[src/hw/rtl/swfls_pkg.sv]
package swfls_pkg;

    localparam int ADDRESS_BITS = 3;
    localparam int DATA_BITS    = 8;
    localparam int TIMER_BITS   = 13;

    localparam int FRAME_LEN    = ADDRESS_BITS + DATA_BITS;
    localparam int SEG_COUNT    = 5 + 2 * FRAME_LEN;
    localparam int SEG_BITS     = $clog2(SEG_COUNT + 1);
    localparam int FB_IDX_BITS  = $clog2(FRAME_LEN);

    localparam int TICK_W       = 12;
    localparam int DEV_W        = 3;
    localparam int BRIGHT_W     = 8;
    localparam int STORED_W     = 7;
    localparam int LEVEL_W      = 6;
    localparam int CFG_IDX_W    = 3;

    localparam logic [TICK_W-1:0] RST_SHORT    = TICK_W'(20);
    localparam logic [TICK_W-1:0] RST_LONG     = TICK_W'(70);
    localparam logic [TICK_W-1:0] RST_GAP      = TICK_W'(50);
    localparam logic [TICK_W-1:0] RST_END_HIGH = TICK_W'(180);

    localparam logic [1:0] FM_OFF  = 2'd0;
    localparam logic [1:0] FM_HIGH = 2'd2;
    localparam logic [1:0] FM_LOW  = 2'd3;

    // Segments with a fixed role; the rest are the address/data bit halves
    localparam logic [SEG_BITS-1:0] SEG_START_LO = SEG_BITS'(0);
    localparam logic [SEG_BITS-1:0] SEG_START_HI = SEG_BITS'(1);
    localparam logic [SEG_BITS-1:0] SEG_GAP      = SEG_BITS'(2);
    localparam logic [SEG_BITS-1:0] SEG_FIRST_BIT = SEG_BITS'(3);
    localparam logic [SEG_BITS-1:0] SEG_END_LO   = SEG_BITS'(SEG_COUNT - 2);
    localparam logic [SEG_BITS-1:0] SEG_END_HI   = SEG_BITS'(SEG_COUNT - 1);

    typedef enum logic [CFG_IDX_W-1:0] {
        CFG_SHORT    = 3'd0,
        CFG_LONG     = 3'd1,
        CFG_GAP      = 3'd2,
        CFG_END_HIGH = 3'd3,
        CFG_DEV_ADDR = 3'd4
    } cfg_idx_t;

    typedef struct packed {
        logic [TICK_W-1:0] short_ticks;
        logic [TICK_W-1:0] long_ticks;
        logic [TICK_W-1:0] start_gap_ticks;
        logic [TICK_W-1:0] end_high_ticks;
        logic [DEV_W-1:0]  device_address;
    } cfg_t;

    typedef struct packed {
        logic                mode;
        logic [BRIGHT_W-1:0] brightness;
    } item_t;

    typedef struct packed {
        logic                pin_level;
        logic                busy_res;
        logic                rejected;
        logic [STORED_W-1:0] stored_brightness;
    } res_t;

    typedef struct packed {
        logic              level;
        logic [TICK_W-1:0] len;
    } seg_t;

    // Level and length of segment s for the given frame bits
    function automatic seg_t seg_desc(input logic [SEG_BITS-1:0] s,
                                      input logic [FRAME_LEN-1:0] fb,
                                      input cfg_t c);
        seg_t                   d;
        logic [SEG_BITS-1:0]    off;
        logic [SEG_BITS-1:0]    k;
        logic [SEG_BITS-1:0]    pos;
        logic                   b;
        off = s - SEG_FIRST_BIT;
        k   = off >> 1;
        pos = SEG_BITS'(FRAME_LEN - 1) - k;
        b   = (k < SEG_BITS'(FRAME_LEN)) ? fb[pos[FB_IDX_BITS-1:0]] : 1'b0;
        case (s)
            SEG_START_LO: d = '{level: 1'b0, len: c.short_ticks};
            SEG_START_HI: d = '{level: 1'b1, len: c.long_ticks};
            SEG_GAP:      d = '{level: 1'b1, len: c.start_gap_ticks};
            SEG_END_LO:   d = '{level: 1'b0, len: c.short_ticks};
            SEG_END_HI:   d = '{level: 1'b1, len: c.end_high_ticks};
            default: begin
                d.level = off[0];
                if (off[0] ^ b) begin
                    d.len = c.short_ticks;
                end else begin
                    d.len = c.long_ticks;
                end
            end
        endcase
        return d;
    endfunction

endpackage

[src/hw/rtl/swfls_cfg.sv]
module swfls_cfg (
    input  logic                             aclk,
    input  logic                             aresetn,
    input  logic                             cfg_we,
    input  logic [swfls_pkg::CFG_IDX_W-1:0]  cfg_index,
    input  logic [swfls_pkg::TICK_W-1:0]     cfg_wdata,
    output swfls_pkg::cfg_t                  cfg
);
    import swfls_pkg::*;

    cfg_t cfg_reg;
    cfg_t cfg_next;

    always_comb begin
        cfg_next = cfg_reg;
        if (cfg_we) begin
            case (cfg_idx_t'(cfg_index))
                CFG_SHORT:    cfg_next.short_ticks     = cfg_wdata;
                CFG_LONG:     cfg_next.long_ticks      = cfg_wdata;
                CFG_GAP:      cfg_next.start_gap_ticks = cfg_wdata;
                CFG_END_HIGH: cfg_next.end_high_ticks  = cfg_wdata;
                CFG_DEV_ADDR: cfg_next.device_address  = cfg_wdata[DEV_W-1:0];
                default:      cfg_next = cfg_reg;
            endcase
        end
    end

    always_ff @(posedge aclk) begin
        if (!aresetn) begin
            cfg_reg.short_ticks     <= RST_SHORT;
            cfg_reg.long_ticks      <= RST_LONG;
            cfg_reg.start_gap_ticks <= RST_GAP;
            cfg_reg.end_high_ticks  <= RST_END_HIGH;
            cfg_reg.device_address  <= '0;
        end else begin
            cfg_reg <= cfg_next;
        end
    end

    assign cfg = cfg_reg;

endmodule

[src/hw/rtl/swfls_seq.sv]
module swfls_seq (
    input  logic             aclk,
    input  logic             aresetn,
    input  logic             step,
    input  swfls_pkg::item_t item,
    input  swfls_pkg::cfg_t  cfg,
    output swfls_pkg::res_t  res
);
    import swfls_pkg::*;

    logic [SEG_BITS-1:0]   seg_idx_reg,  seg_idx_next;
    logic [TIMER_BITS-1:0] tick_reg,     tick_next;
    logic [FRAME_LEN-1:0]  frame_reg,    frame_next;
    logic                  line_reg,     line_next;
    logic                  sending_reg,  sending_next;
    logic [STORED_W-1:0]   last_reg,     last_next;

    logic [STORED_W-1:0]   b;
    logic [1:0]            fm;
    logic [LEVEL_W-1:0]    fv;
    logic [FRAME_LEN-1:0]  new_frame;
    logic                  is_req;
    logic [FRAME_LEN-1:0]  fb_eff;
    logic [SEG_COUNT-1:0]  nz;
    logic [SEG_BITS-1:0]   start;
    logic                  found;
    logic [SEG_BITS-1:0]   found_idx;
    seg_t                  cur;
    logic [TIMER_BITS-1:0] tick_inc;
    logic                  seg_done;
    logic                  do_enter;
    logic                  pin;

    // Build the frame word from the masked brightness
    always_comb begin
        b = item.brightness[STORED_W-1:0];
        if (b[STORED_W-1]) begin
            fm = FM_HIGH;
            fv = (b[LEVEL_W-1:0] == '0) ? LEVEL_W'(1) : b[LEVEL_W-1:0];
        end else if (b != '0) begin
            fm = FM_LOW;
            fv = b[LEVEL_W-1:0];
        end else begin
            fm = FM_OFF;
            fv = '0;
        end
        new_frame = {ADDRESS_BITS'(cfg.device_address), fm, fv};
    end

    assign is_req = item.mode && !sending_reg;
    assign fb_eff = is_req ? new_frame : frame_reg;
    assign start  = is_req ? SEG_START_LO : seg_idx_reg + SEG_BITS'(1);

    // Nonzero-length mask, then first usable segment at or after start
    always_comb begin
        for (int i = 0; i < SEG_COUNT; i++) begin
            nz[i] = seg_desc(SEG_BITS'(i), fb_eff, cfg).len != '0;
        end
    end

    always_comb begin
        found     = 1'b0;
        found_idx = '0;
        for (int i = SEG_COUNT - 1; i >= 0; i--) begin
            if (nz[i] && (SEG_BITS'(i) >= start)) begin
                found     = 1'b1;
                found_idx = SEG_BITS'(i);
            end
        end
    end

    assign cur      = seg_desc(seg_idx_reg, frame_reg, cfg);
    assign tick_inc = tick_reg + TIMER_BITS'(1);
    assign seg_done = tick_inc >= TIMER_BITS'(cur.len);

    always_comb begin
        seg_idx_next = seg_idx_reg;
        tick_next    = tick_reg;
        frame_next   = frame_reg;
        line_next    = line_reg;
        sending_next = sending_reg;
        last_next    = last_reg;
        pin          = line_reg;
        do_enter     = 1'b0;
        if (item.mode) begin
            if (!sending_reg) begin
                frame_next   = new_frame;
                last_next    = b;
                sending_next = 1'b1;
                do_enter     = 1'b1;
            end
        end else if (sending_reg) begin
            line_next = cur.level;
            pin       = cur.level;
            tick_next = tick_inc;
            do_enter  = seg_done;
        end
        if (do_enter) begin
            tick_next = '0;
            if (found) begin
                seg_idx_next = found_idx;
            end else begin
                // nothing left to send: close the frame, idle high
                sending_next = 1'b0;
                seg_idx_next = '0;
                line_next    = 1'b1;
            end
        end
    end

    always_comb begin
        res.pin_level         = pin;
        res.busy_res          = sending_next;
        res.rejected          = item.mode && sending_reg;
        res.stored_brightness = last_next;
    end

    always_ff @(posedge aclk) begin
        if (!aresetn) begin
            seg_idx_reg <= '0;
            tick_reg    <= '0;
            frame_reg   <= '0;
            line_reg    <= 1'b0;
            sending_reg <= 1'b0;
            last_reg    <= '0;
        end else if (step) begin
            seg_idx_reg <= seg_idx_next;
            tick_reg    <= tick_next;
            frame_reg   <= frame_next;
            line_reg    <= line_next;
            sending_reg <= sending_next;
            last_reg    <= last_next;
        end
    end

    a_idle_seg_zero: assert property (@(posedge aclk) disable iff (!aresetn)
        !sending_reg |-> seg_idx_reg == '0)
        else $error("segment index not parked while idle");

    a_seg_in_range: assert property (@(posedge aclk) disable iff (!aresetn)
        seg_idx_reg < SEG_BITS'(SEG_COUNT))
        else $error("segment index past end of frame");

    a_req_stores: assert property (@(posedge aclk) disable iff (!aresetn)
        step && item.mode && !sending_reg
            |=> last_reg == $past(item.brightness[STORED_W-1:0]))
        else $error("accepted request did not store its brightness");

endmodule

[src/hw/rtl/single_wire_flash_level_sender_unit.sv]
// Single-wire flash level sender. Each input beat is either a time tick
// (s_mode = 0) or a brightness request (s_mode = 1); every beat yields exactly
// one result beat with the wire level for that beat, the busy flag after it,
// a reject flag for requests that arrive mid-frame, and the last accepted
// 7-bit brightness. A request while idle loads a frame of start bit, gap,
// address and data bits (MSB first, pulse-width coded) and end mark; each
// following tick moves the wire one tick through it. One beat is accepted per
// clock while the result side is not stalled by m_ready; a result passes through
// the input register, then the result register, and the whole frame step is done
// combinationally between them. Timing registers are written through cfg_we/
// cfg_index/cfg_wdata and must only be changed while no beat is held inside the
// block.
module single_wire_flash_level_sender_unit (
    input  logic                                 aclk,
    input  logic                                 aresetn,
    input  logic                                 s_valid,
    output logic                                 s_ready,
    input  logic                                 s_mode,
    input  logic [swfls_pkg::BRIGHT_W-1:0]       s_brightness,
    output logic                                 m_valid,
    input  logic                                 m_ready,
    output logic                                 m_pin_level,
    output logic                                 m_busy_res,
    output logic                                 m_rejected,
    output logic [swfls_pkg::STORED_W-1:0]       m_stored_brightness,
    input  logic                                 cfg_we,
    input  logic [swfls_pkg::CFG_IDX_W-1:0]      cfg_index,
    input  logic [swfls_pkg::TICK_W-1:0]         cfg_wdata
);
    import swfls_pkg::*;

    logic  in_valid_reg, in_valid_next;
    item_t in_item_reg;
    logic  out_valid_reg, out_valid_next;
    res_t  out_res_reg;
    logic  advance;
    cfg_t  cfg;
    res_t  res;

    // advance the held beat whenever the result slot is free or draining
    assign advance = in_valid_reg && (!out_valid_reg || m_ready);
    assign s_ready = !in_valid_reg || advance;

    always_comb begin
        in_valid_next  = in_valid_reg;
        out_valid_next = out_valid_reg;
        if (s_ready) begin
            in_valid_next = s_valid;
        end
        if (advance) begin
            out_valid_next = 1'b1;
        end else if (m_ready) begin
            out_valid_next = 1'b0;
        end
    end

    always_ff @(posedge aclk) begin
        if (!aresetn) begin
            in_valid_reg  <= 1'b0;
            out_valid_reg <= 1'b0;
        end else begin
            in_valid_reg  <= in_valid_next;
            out_valid_reg <= out_valid_next;
        end
    end

    always_ff @(posedge aclk) begin
        if (s_valid && s_ready) begin
            in_item_reg <= '{mode: s_mode, brightness: s_brightness};
        end
        if (advance) begin
            out_res_reg <= res;
        end
    end

    swfls_cfg u_cfg (
        .aclk      (aclk),
        .aresetn   (aresetn),
        .cfg_we    (cfg_we),
        .cfg_index (cfg_index),
        .cfg_wdata (cfg_wdata),
        .cfg       (cfg)
    );

    swfls_seq u_seq (
        .aclk    (aclk),
        .aresetn (aresetn),
        .step    (advance),
        .item    (in_item_reg),
        .cfg     (cfg),
        .res     (res)
    );

    assign m_valid             = out_valid_reg;
    assign m_pin_level         = out_res_reg.pin_level;
    assign m_busy_res          = out_res_reg.busy_res;
    assign m_rejected          = out_res_reg.rejected;
    assign m_stored_brightness = out_res_reg.stored_brightness;

    a_advance_fills: assert property (@(posedge aclk) disable iff (!aresetn)
        advance |=> out_valid_reg)
        else $error("stepped beat did not reach the result register");

    a_hold_input: assert property (@(posedge aclk) disable iff (!aresetn)
        in_valid_reg && !advance |=> in_valid_reg && $stable(in_item_reg))
        else $error("held input beat lost or changed");

    a_reject_busy: assert property (@(posedge aclk) disable iff (!aresetn)
        advance && res.rejected |-> res.busy_res)
        else $error("request rejected while no frame in progress");

endmodule

[config.mk]
export PLATFORM = sky130hd
export DESIGN_NAME = single_wire_flash_level_sender_unit
export DESIGN_NICKNAME = d
export VERILOG_FILES = /design/src/hw/rtl/swfls_pkg.sv /design/src/hw/rtl/swfls_cfg.sv /design/src/hw/rtl/swfls_seq.sv /design/src/hw/rtl/single_wire_flash_level_sender_unit.sv
export SDC_FILE = /design/constraint.sdc
export NUM_CORES = 1
export LEC_CHECK = 0
export BUFFER_PORTS_ARGS = -buffer_cell sky130_fd_sc_hd__buf_2
export CORE_MARGIN = 4
export CORE_UTILIZATION = 55
export DETAILED_ROUTE_END_ITERATION = 7
export GPL_TIMING_DRIVEN = 1
export PLACE_DENSITY = 0.77
export SYNTH_ARGS = -nofsm -noshare
export SYNTH_HDL_FRONTEND = slang
export SYNTH_SLANG_ARGS = --single-unit
export TNS_END_PERCENT = 100
[constraint.sdc]
create_clock -name aclk -period 5.6 [get_ports aclk]
set_input_delay 1.12 -clock aclk [delete_from_list [all_inputs] [get_ports aclk]]
set_output_delay 1.12 -clock aclk [all_outputs]
set_load 0.02 [all_outputs]
=== Yosys cells after proc, flatten, opt, wreduce, memory -nomap -nowiden ===
Cells that the tools add are included.

* Flip-flop bits (word level): 109
* Input bits: 29
* Word-level logic and storage cells: 247

* Add/subtract/negate cells: 4
* Equal/unequal tests: 9
* Muxes and demuxes: 106
* Order comparisons: 30
* Reduce and logical (&&, ||, !) cells: 77
* Bitwise logic cells: 2

{| class="wikitable"
|+ Operator list
! cell !! number
|-
| 12-bit nonzero test || 26
|-
| 12-bit two-way mux || 23
|-
| 5-bit two-way mux || 29
|-
| 5-bit >= comparator, first input constant || 11
|-
| 13-bit case mux with 4 select lines || 1
|-
| 1-bit two-way mux || 41
|-
| 4-bit by 5-bit >= comparator with 1-bit output, first input constant || 8
|-
| 13-bit two-way mux || 3
|-
| 1-bit logical AND || 31
|-
| 3-bit by 5-bit >= comparator with 1-bit output, first input constant || 4
|-
| 6-bit two-way mux || 3
|-
| 7-bit two-way mux || 2
|-
| 13-bit by 1-bit adder with 13-bit output, second input constant || 1
|-
| 13-bit by 12-bit >= comparator with 1-bit output || 1
|-
| 2-bit AND reduction || 6
|-
| 11-bit two-way mux || 1
|-
| 5-bit equality test, second input constant || 2
|-
| 1-bit by 5-bit >= comparator with 1-bit output, first input constant || 2
|-
| 2-bit by 5-bit >= comparator with 1-bit output, first input constant || 2
|-
| 7-bit nonzero test || 1
|-
| 3-bit by 2-bit equality test with 1-bit output, second input constant || 2
|-
| 6-bit zero test || 1
|-
| 3-bit AND reduction || 2
|-
| 5-bit by 1-bit adder with 5-bit output, second input constant || 1
|-
| 19 further kinds || 24
|}

=== Longest topological paths before layout ===
* Word-level depth: 34
* Gate-level depth with buffers: 26

=== By module ===
Synthesis repeated with hierarchy kept, for this count alone.

* Cell total of the unflattened synthesis: 861
* Area total of the unflattened synthesis: 7,136.8 um^2

{| class="wikitable"
|+ By module, submodules not included
! module !! area each (um^2) !! cells an instance !! instances
|-
| swfls_seq || 4,486.8 || 641 || 1
|-
| swfls_cfg || 1,975.6 || 192 || 1
|-
| single_wire_flash_level_sender_unit || 674.4 || 28 || 1
|}

=== Worst setup path before layout ===
No wires, ideal clock.

* Kind: register -> register
* Start point: register u_seq.seg_idx_reg[1]
* End point: register u_seq.line_reg
* Buffers on the path: 3
* Arrival time: 4,784 ps
* Period minus slack after synthesis: 4,909 ps
* Cell stages (with the launch flop): 26
* Setup slack: 691 ps
* Path through: dfxtp_1 -> ha_1 -> buf_4 -> xor2_2 -> inv_2 -> ha_1 -> xor2_1 -> xnor2_1 -> mux2i_1 -> nor2_1 -> o21ai_0 -> xnor2_1 -> clkbuf_1 -> nand2_1 -> o311a_1 -> ha_1 -> nand2b_1 -> a21o_1 -> a21oi_1 -> o21ai_0 -> a21o_1 -> a2111oi_4 -> or2_2 -> buf_2 -> nor2_1 -> o41a_1

* Word-level cells in the longest chain between the ends: 33
* Elaborated cells on any way between the ends: 105
* Classes of those cells: add/sub (3); order compare (29); eq/ne (4); mux (39); bitwise (1); reduce/logical (29)

{| class="wikitable"
|+ RTL lines
! item !! line !! RTL
|-
| start: declaration || swfls_seq.sv:11 || <nowiki>logic [SEG_BITS-1:0] seg_idx_reg, seg_idx_next;</nowiki>
|-
| start signal: assignment || swfls_seq.sv:127 || <nowiki>seg_idx_reg <= seg_idx_next;</nowiki>
|-
| 5-bit by 1-bit adder with 5-bit output || swfls_seq.sv:52 || <nowiki>assign start = is_req ? SEG_START_LO : seg_idx_reg + SEG_BITS'(1);</nowiki>
|-
| 5-bit two-way mux || swfls_seq.sv:52 ||
|-
| 5-bit >= comparator || swfls_seq.sv:65 || <nowiki>if (nz[i] && (SEG_BITS'(i) >= start)) begin</nowiki>
|-
| 1-bit logical AND || swfls_seq.sv:65 ||
|-
| 1-bit two-way mux (27 in series) || swfls_seq.sv:65 ||
|-
| 1-bit two-way mux || swfls_seq.sv:100 || <nowiki>if (found) begin</nowiki>
|-
| 1-bit two-way mux * || swfls_seq.sv:98 || <nowiki>if (do_enter) begin</nowiki>
|-
| end signal: assignment || swfls_seq.sv:130 || <nowiki>line_reg <= line_next;</nowiki>
|-
| end: declaration || swfls_seq.sv:14 || <nowiki>logic line_reg, line_next;</nowiki>
|}

Every way passes the cells marked *; elsewhere a longest branch is shown, timed or not. The select of a mux whose other input is x is not followed.
A chain may end at the register's enable or synchronous reset.

=== Worst setup path after layout ===
* Start point: register u_seq.seg_idx_reg[0]
* End point: register u_seq.seg_idx_reg[2]

* Word-level cells in the longest chain between the ends: 32
* Elaborated cells on any way between the ends: 129
* Classes of those cells: add/sub (3); order compare (29); eq/ne (4); mux (62); bitwise (1); reduce/logical (30)

{| class="wikitable"
|+ RTL lines
! item !! line
|-
| 5-bit by 1-bit adder with 5-bit output || swfls_seq.sv:52
|-
| 5-bit two-way mux || swfls_seq.sv:52
|-
| 5-bit >= comparator || swfls_seq.sv:65
|-
| 1-bit logical AND || swfls_seq.sv:65
|-
| 1-bit two-way mux (27 in series) || swfls_seq.sv:65
|-
| 5-bit two-way mux || swfls_seq.sv:100
|}

Parallel ways exist; a longest one is shown, timed or not. The select of a mux whose other input is x is not followed.

==> impl_metrics.py <==
metrics = {
    "hold_path": {
        "worstHoldStart": "u_seq.frame_reg[4]",
        "holdPathEnd": "u_seq.frame_reg[4]",
        "whs_path_depth": 2,
        "min_path_type": "reg -> reg",
    },
    "worst_setup_path": {
        "r2r-end": "u_seq.seg_idx_reg[2]",
        "cpMaxStageDelayCell": "o311ai_0",
        "critPathKind": "reg -> reg",
        "end_kind": "flop",
        "worstPathArrival_ns": 5.44,
        "slowest_delay_ns": 0.56,
        "cp_num_buf_inv": 2,
        "crit_chain": "inv_1, ha_1, ha_1, mux4_2, mux2i_1, nor2_1, o21ai_0, xnor2_1, buf_4, o311ai_0, ha_1, a21oi_1, o21ai_0, a21o_1, a2111oi_4, nor2_1, and3_1, a22o_1",
        "r2r_cells": 18,
        "path_max_fanout": 24,
        "r2r_slack_ns": 0.41,
        "required_ns": 5.85,
        "regToRegStartpoint": "u_seq.seg_idx_reg[0]",
        "cp_common_cell": "ha_1",
        "startpoint_type": "flop",
        "cp_top_family": "compound AO/OA/AOI/OAI gates",
    },
    "clock_tree": {
        "numCtsBuffers": 9,
        "cts.path.max_buffers": 2,
        "postCtsHoldBufs": 0,
        "clk_transition_reported_paths_ns": 0.08,
        "root_buffer": "clkbuf_16",
        "h-tree-depth": 3,
        "cts_tree": "done",
        "insertion_delay_ns": 0.36,
        "cts.sinks": 109,
    },
    "power_and_ir_drop": {
        "p_per_area_nw_per_um2": 217,
        "ir_drop_mv": 0.179,
        "power.leakage_nw": 2.77,
    },
    "cells_and_area": {
        "drive_gt1_frac": 0.120,
        "area_growth_pct": 7.93,
        "diodes": 0,
        "nFillCells": 1108,
        "fin_nets": 931,
        "final_cell_area_um2": 7560,
        "largest_register_ffs": 51,
    },
    "global_route": {
        "grt_pass1_wl_um": 29900,
        "grt_use_total": 0.252,
        "use_met2": 0.404,
        "grtUsageMet3": 0.0438,
        "grtUsageMet1": 0.340,
        "busiest_layer": "met2",
        "overflow": 0,
        "grt_pass1_vias": 5955,
        "antenna_found_initial": 0,
        "grt_max_degree": 55,
    },
    "sta": {
        "setup_viol": 0,
        "setup_tns_ns": 0,
        "relSlewSlack": 0.316,
        "final_hold_viol_count": 0,
        "period_share": 0.927,
        "skew_ns": 0.0112,
        "finalCriticalPeriod_ns": 5.19,
        "rsz0062_at_grt": "false",
        "worst_pin_slew_ns": 0.997,
        "drv_slew": 0,
        "max_freq_ghz": 0.193,
    },
    "logic_synthesis": {
        "synth_warnings": 0,
        "syn-cell-area_um2": 7010,
        "yosys-top-cells-area": "dfxtp_1 26%, nand2_1 9.4%, edfxtp_1 7.7%",
        "synth_cells": 873,
        "synthFlopType": "dfxtp_1",
        "synth_seq_cells": 109,
        "async_reset_ff_frac": 0,
        "synth_top_area_share": 0.260,
        "ys_seq_area_frac": 0.337,
        "syn_area_per_cell_um2": 8.03,
        "synth_top_cell_by_area": "dfxtp_1",
        "synth.distinct_cells": 75,
        "synth_nets": 923,
        "synth_enable_flop_cells": 18,
    },
    "route": {
        "drtAntennaViolNets": 0,
        "drt_wl_total_um": 18000,
        "vias": 6567,
        "drtIter0Drc": 626,
        "drcViolationCount": 0,
        "wl_per_cell_um": 17.1,
        "dr.pass1.iters": 6,
        "vias_per_cell": 6.23,
    },
    "die": {
        "io-pin-count": 41,
        "die_h_um": 121,
        "coreArea_um2": 12300,
        "initial_core_util": 0.571,
        "rows": 40,
        "die_area_um2": 14600,
        "dieWidth_um": 121,
    },
    "placed_design": {
        "numPortBuffers": 39,
        "dpl-instance-area_um2": 7260,
        "place_hpwl_um": 12800,
        "gp_congestion": 0.947,
    },
    "flow_run": {
        "drv_cap": 0,
    },
    "status": {
        "status": "finished, final reports clean",
    },
}
-- worst register-to-register path: cells and delay by family, from the launching register on --
family | cells | cell delay [ns]
AOI/OAI and AO/OA | 7 | 1.89
adders and majority gates | 3 | 1.21
muxes | 2 | 0.51
and+or+nand+nor | 3 | 0.51
DFF | 1 | 0.46
buffers and inverters | 2 | 0.40
xor gates and xnor gates | 1 | 0.10
-- how the worst max path moves through the flow --
stage	from	endpoint	cells past startpoint
final	u_seq.seg_idx_reg[0]	u_seq.seg_idx_reg[2]	18
after detailed placement	u_seq.seg_idx_reg[1]	u_seq.seg_idx_reg[2]	20
after floorplan	u_seq.seg_idx_reg[1]	u_seq.line_reg	25
after global routing	u_seq.seg_idx_reg[0]	u_seq.tick_reg[11]	23
after CTS	u_seq.seg_idx_reg[1]	u_seq.seg_idx_reg[2]	20
after global placement	u_seq.seg_idx_reg[1]	u_seq.seg_idx_reg[2]	20
-- layer usage --
layer / vias to the layer above / wire length [um]
met1: 3047 / 7860
met4: 0 / 614
met2: 269 / 8420
met3: 53 / 1140
li1: 3198 / -
met5: - / 0
-- metrics by stage --
stage / hold slack, ns / util / std cells / setup slack [ns] / total power, W
after floorplan: 0.453 / - / 873 / 0.691 / 0.000981
after global placement: 0.473 / 0.592 / 1036 / 0.318 / 0.00103
after detailed placement: 0.477 / 0.592 / 1036 / 0.243 / 0.00104
after CTS: 0.488 / 0.615 / 1052 / 0.213 / 0.00165
after global routing: 0.502 / 0.617 / 1054 / 0.0260 / 0.00171
final: 0.491 / 0.617 / 1054 / 0.407 / 0.00164
-- kinds of logic after synthesis --
family,Yosys count,share of synthesized area
simple gates,374,0.249
fa+ha+maj,21,0.0375
flops,109,0.337
compound gates,243,0.249
xor+xnor,16,0.0211
mux,40,0.0636
buf+inv,70,0.0420
-- cells in the mapped netlist, types with 14 or more instances --
| master | n |
|---|---|
| nand2_1 | 175 |
| dfxtp_1 | 91 |
| nor2_1 | 66 |
| a21boi_0 | 49 |
| o21ai_0 | 42 |
| a21oi_1 | 39 |
| clkbuf_1 | 38 |
| nand3_1 | 34 |
| mux2i_1 | 24 |
| ha_1 | 21 |
| nor2b_1 | 20 |
| edfxtp_1 | 18 |
| and3_1 | 17 |
| inv_1 | 14 |
-- cells in the final DEF, fill, tap and decap left out, drive strengths merged, types with 3 or more instances in the layout --
master  instances
nand3b          8
mux2           13
o211ai          9
a221o           3
a21o            5
o221ai          5
or2             4
nand3          34
a222oi         12
o21a            6
inv            18
dfxtp          91
nor2b          20
o21ai          44
a31oi          12
xor2            6
a311oi          3
a21boi         49
o31ai           5
nand2b          4
buf            52
mux2i          25
nor3            8
and2            8
or3b            3
and3           17
xnor2          10
nor4           14
o22ai          13
edfxtp         18
a21oi          39
a211oi          5
nand2         175
clkbuf         10
ha             21
nor2           66
o311ai         11
-- layout make-up --
class / instances / area [um2] / area share
clock buffers: 10 / 229 / 0.0303
repair buffers: 52 / 293 / 0.0387
flip-flops and latches: 109 / 2360 / 0.313
clock inverters: 6 / 57.6 / 0.00761
well taps: 168 / 210 / 0.0278
multi-input cells: 694 / 4350 / 0.576
inverters: 15 / 56.3 / 0.00745
-- report_power, final --
| group | internal, W | switching, W | total [W] |
|---|---|---|---|
| Combinational | 0.0000699 | 0.000112 | 0.000182 |
| Clock | 0.000311 | 0.000312 | 0.000623 |
| Sequential | 0.000820 | 0.0000197 | 0.000840 |
| Total | 0.00120 | 0.000443 | 0.00164 |
-- what timing repair did --
action / 4_1_cts / 5_1_grt
endpoints found under the setup margin: 0 / 21
setup buffers: 0 / 2
gates resized for setup: 0 / 2
Note: power is estimated with default switching activity, not from simulation.
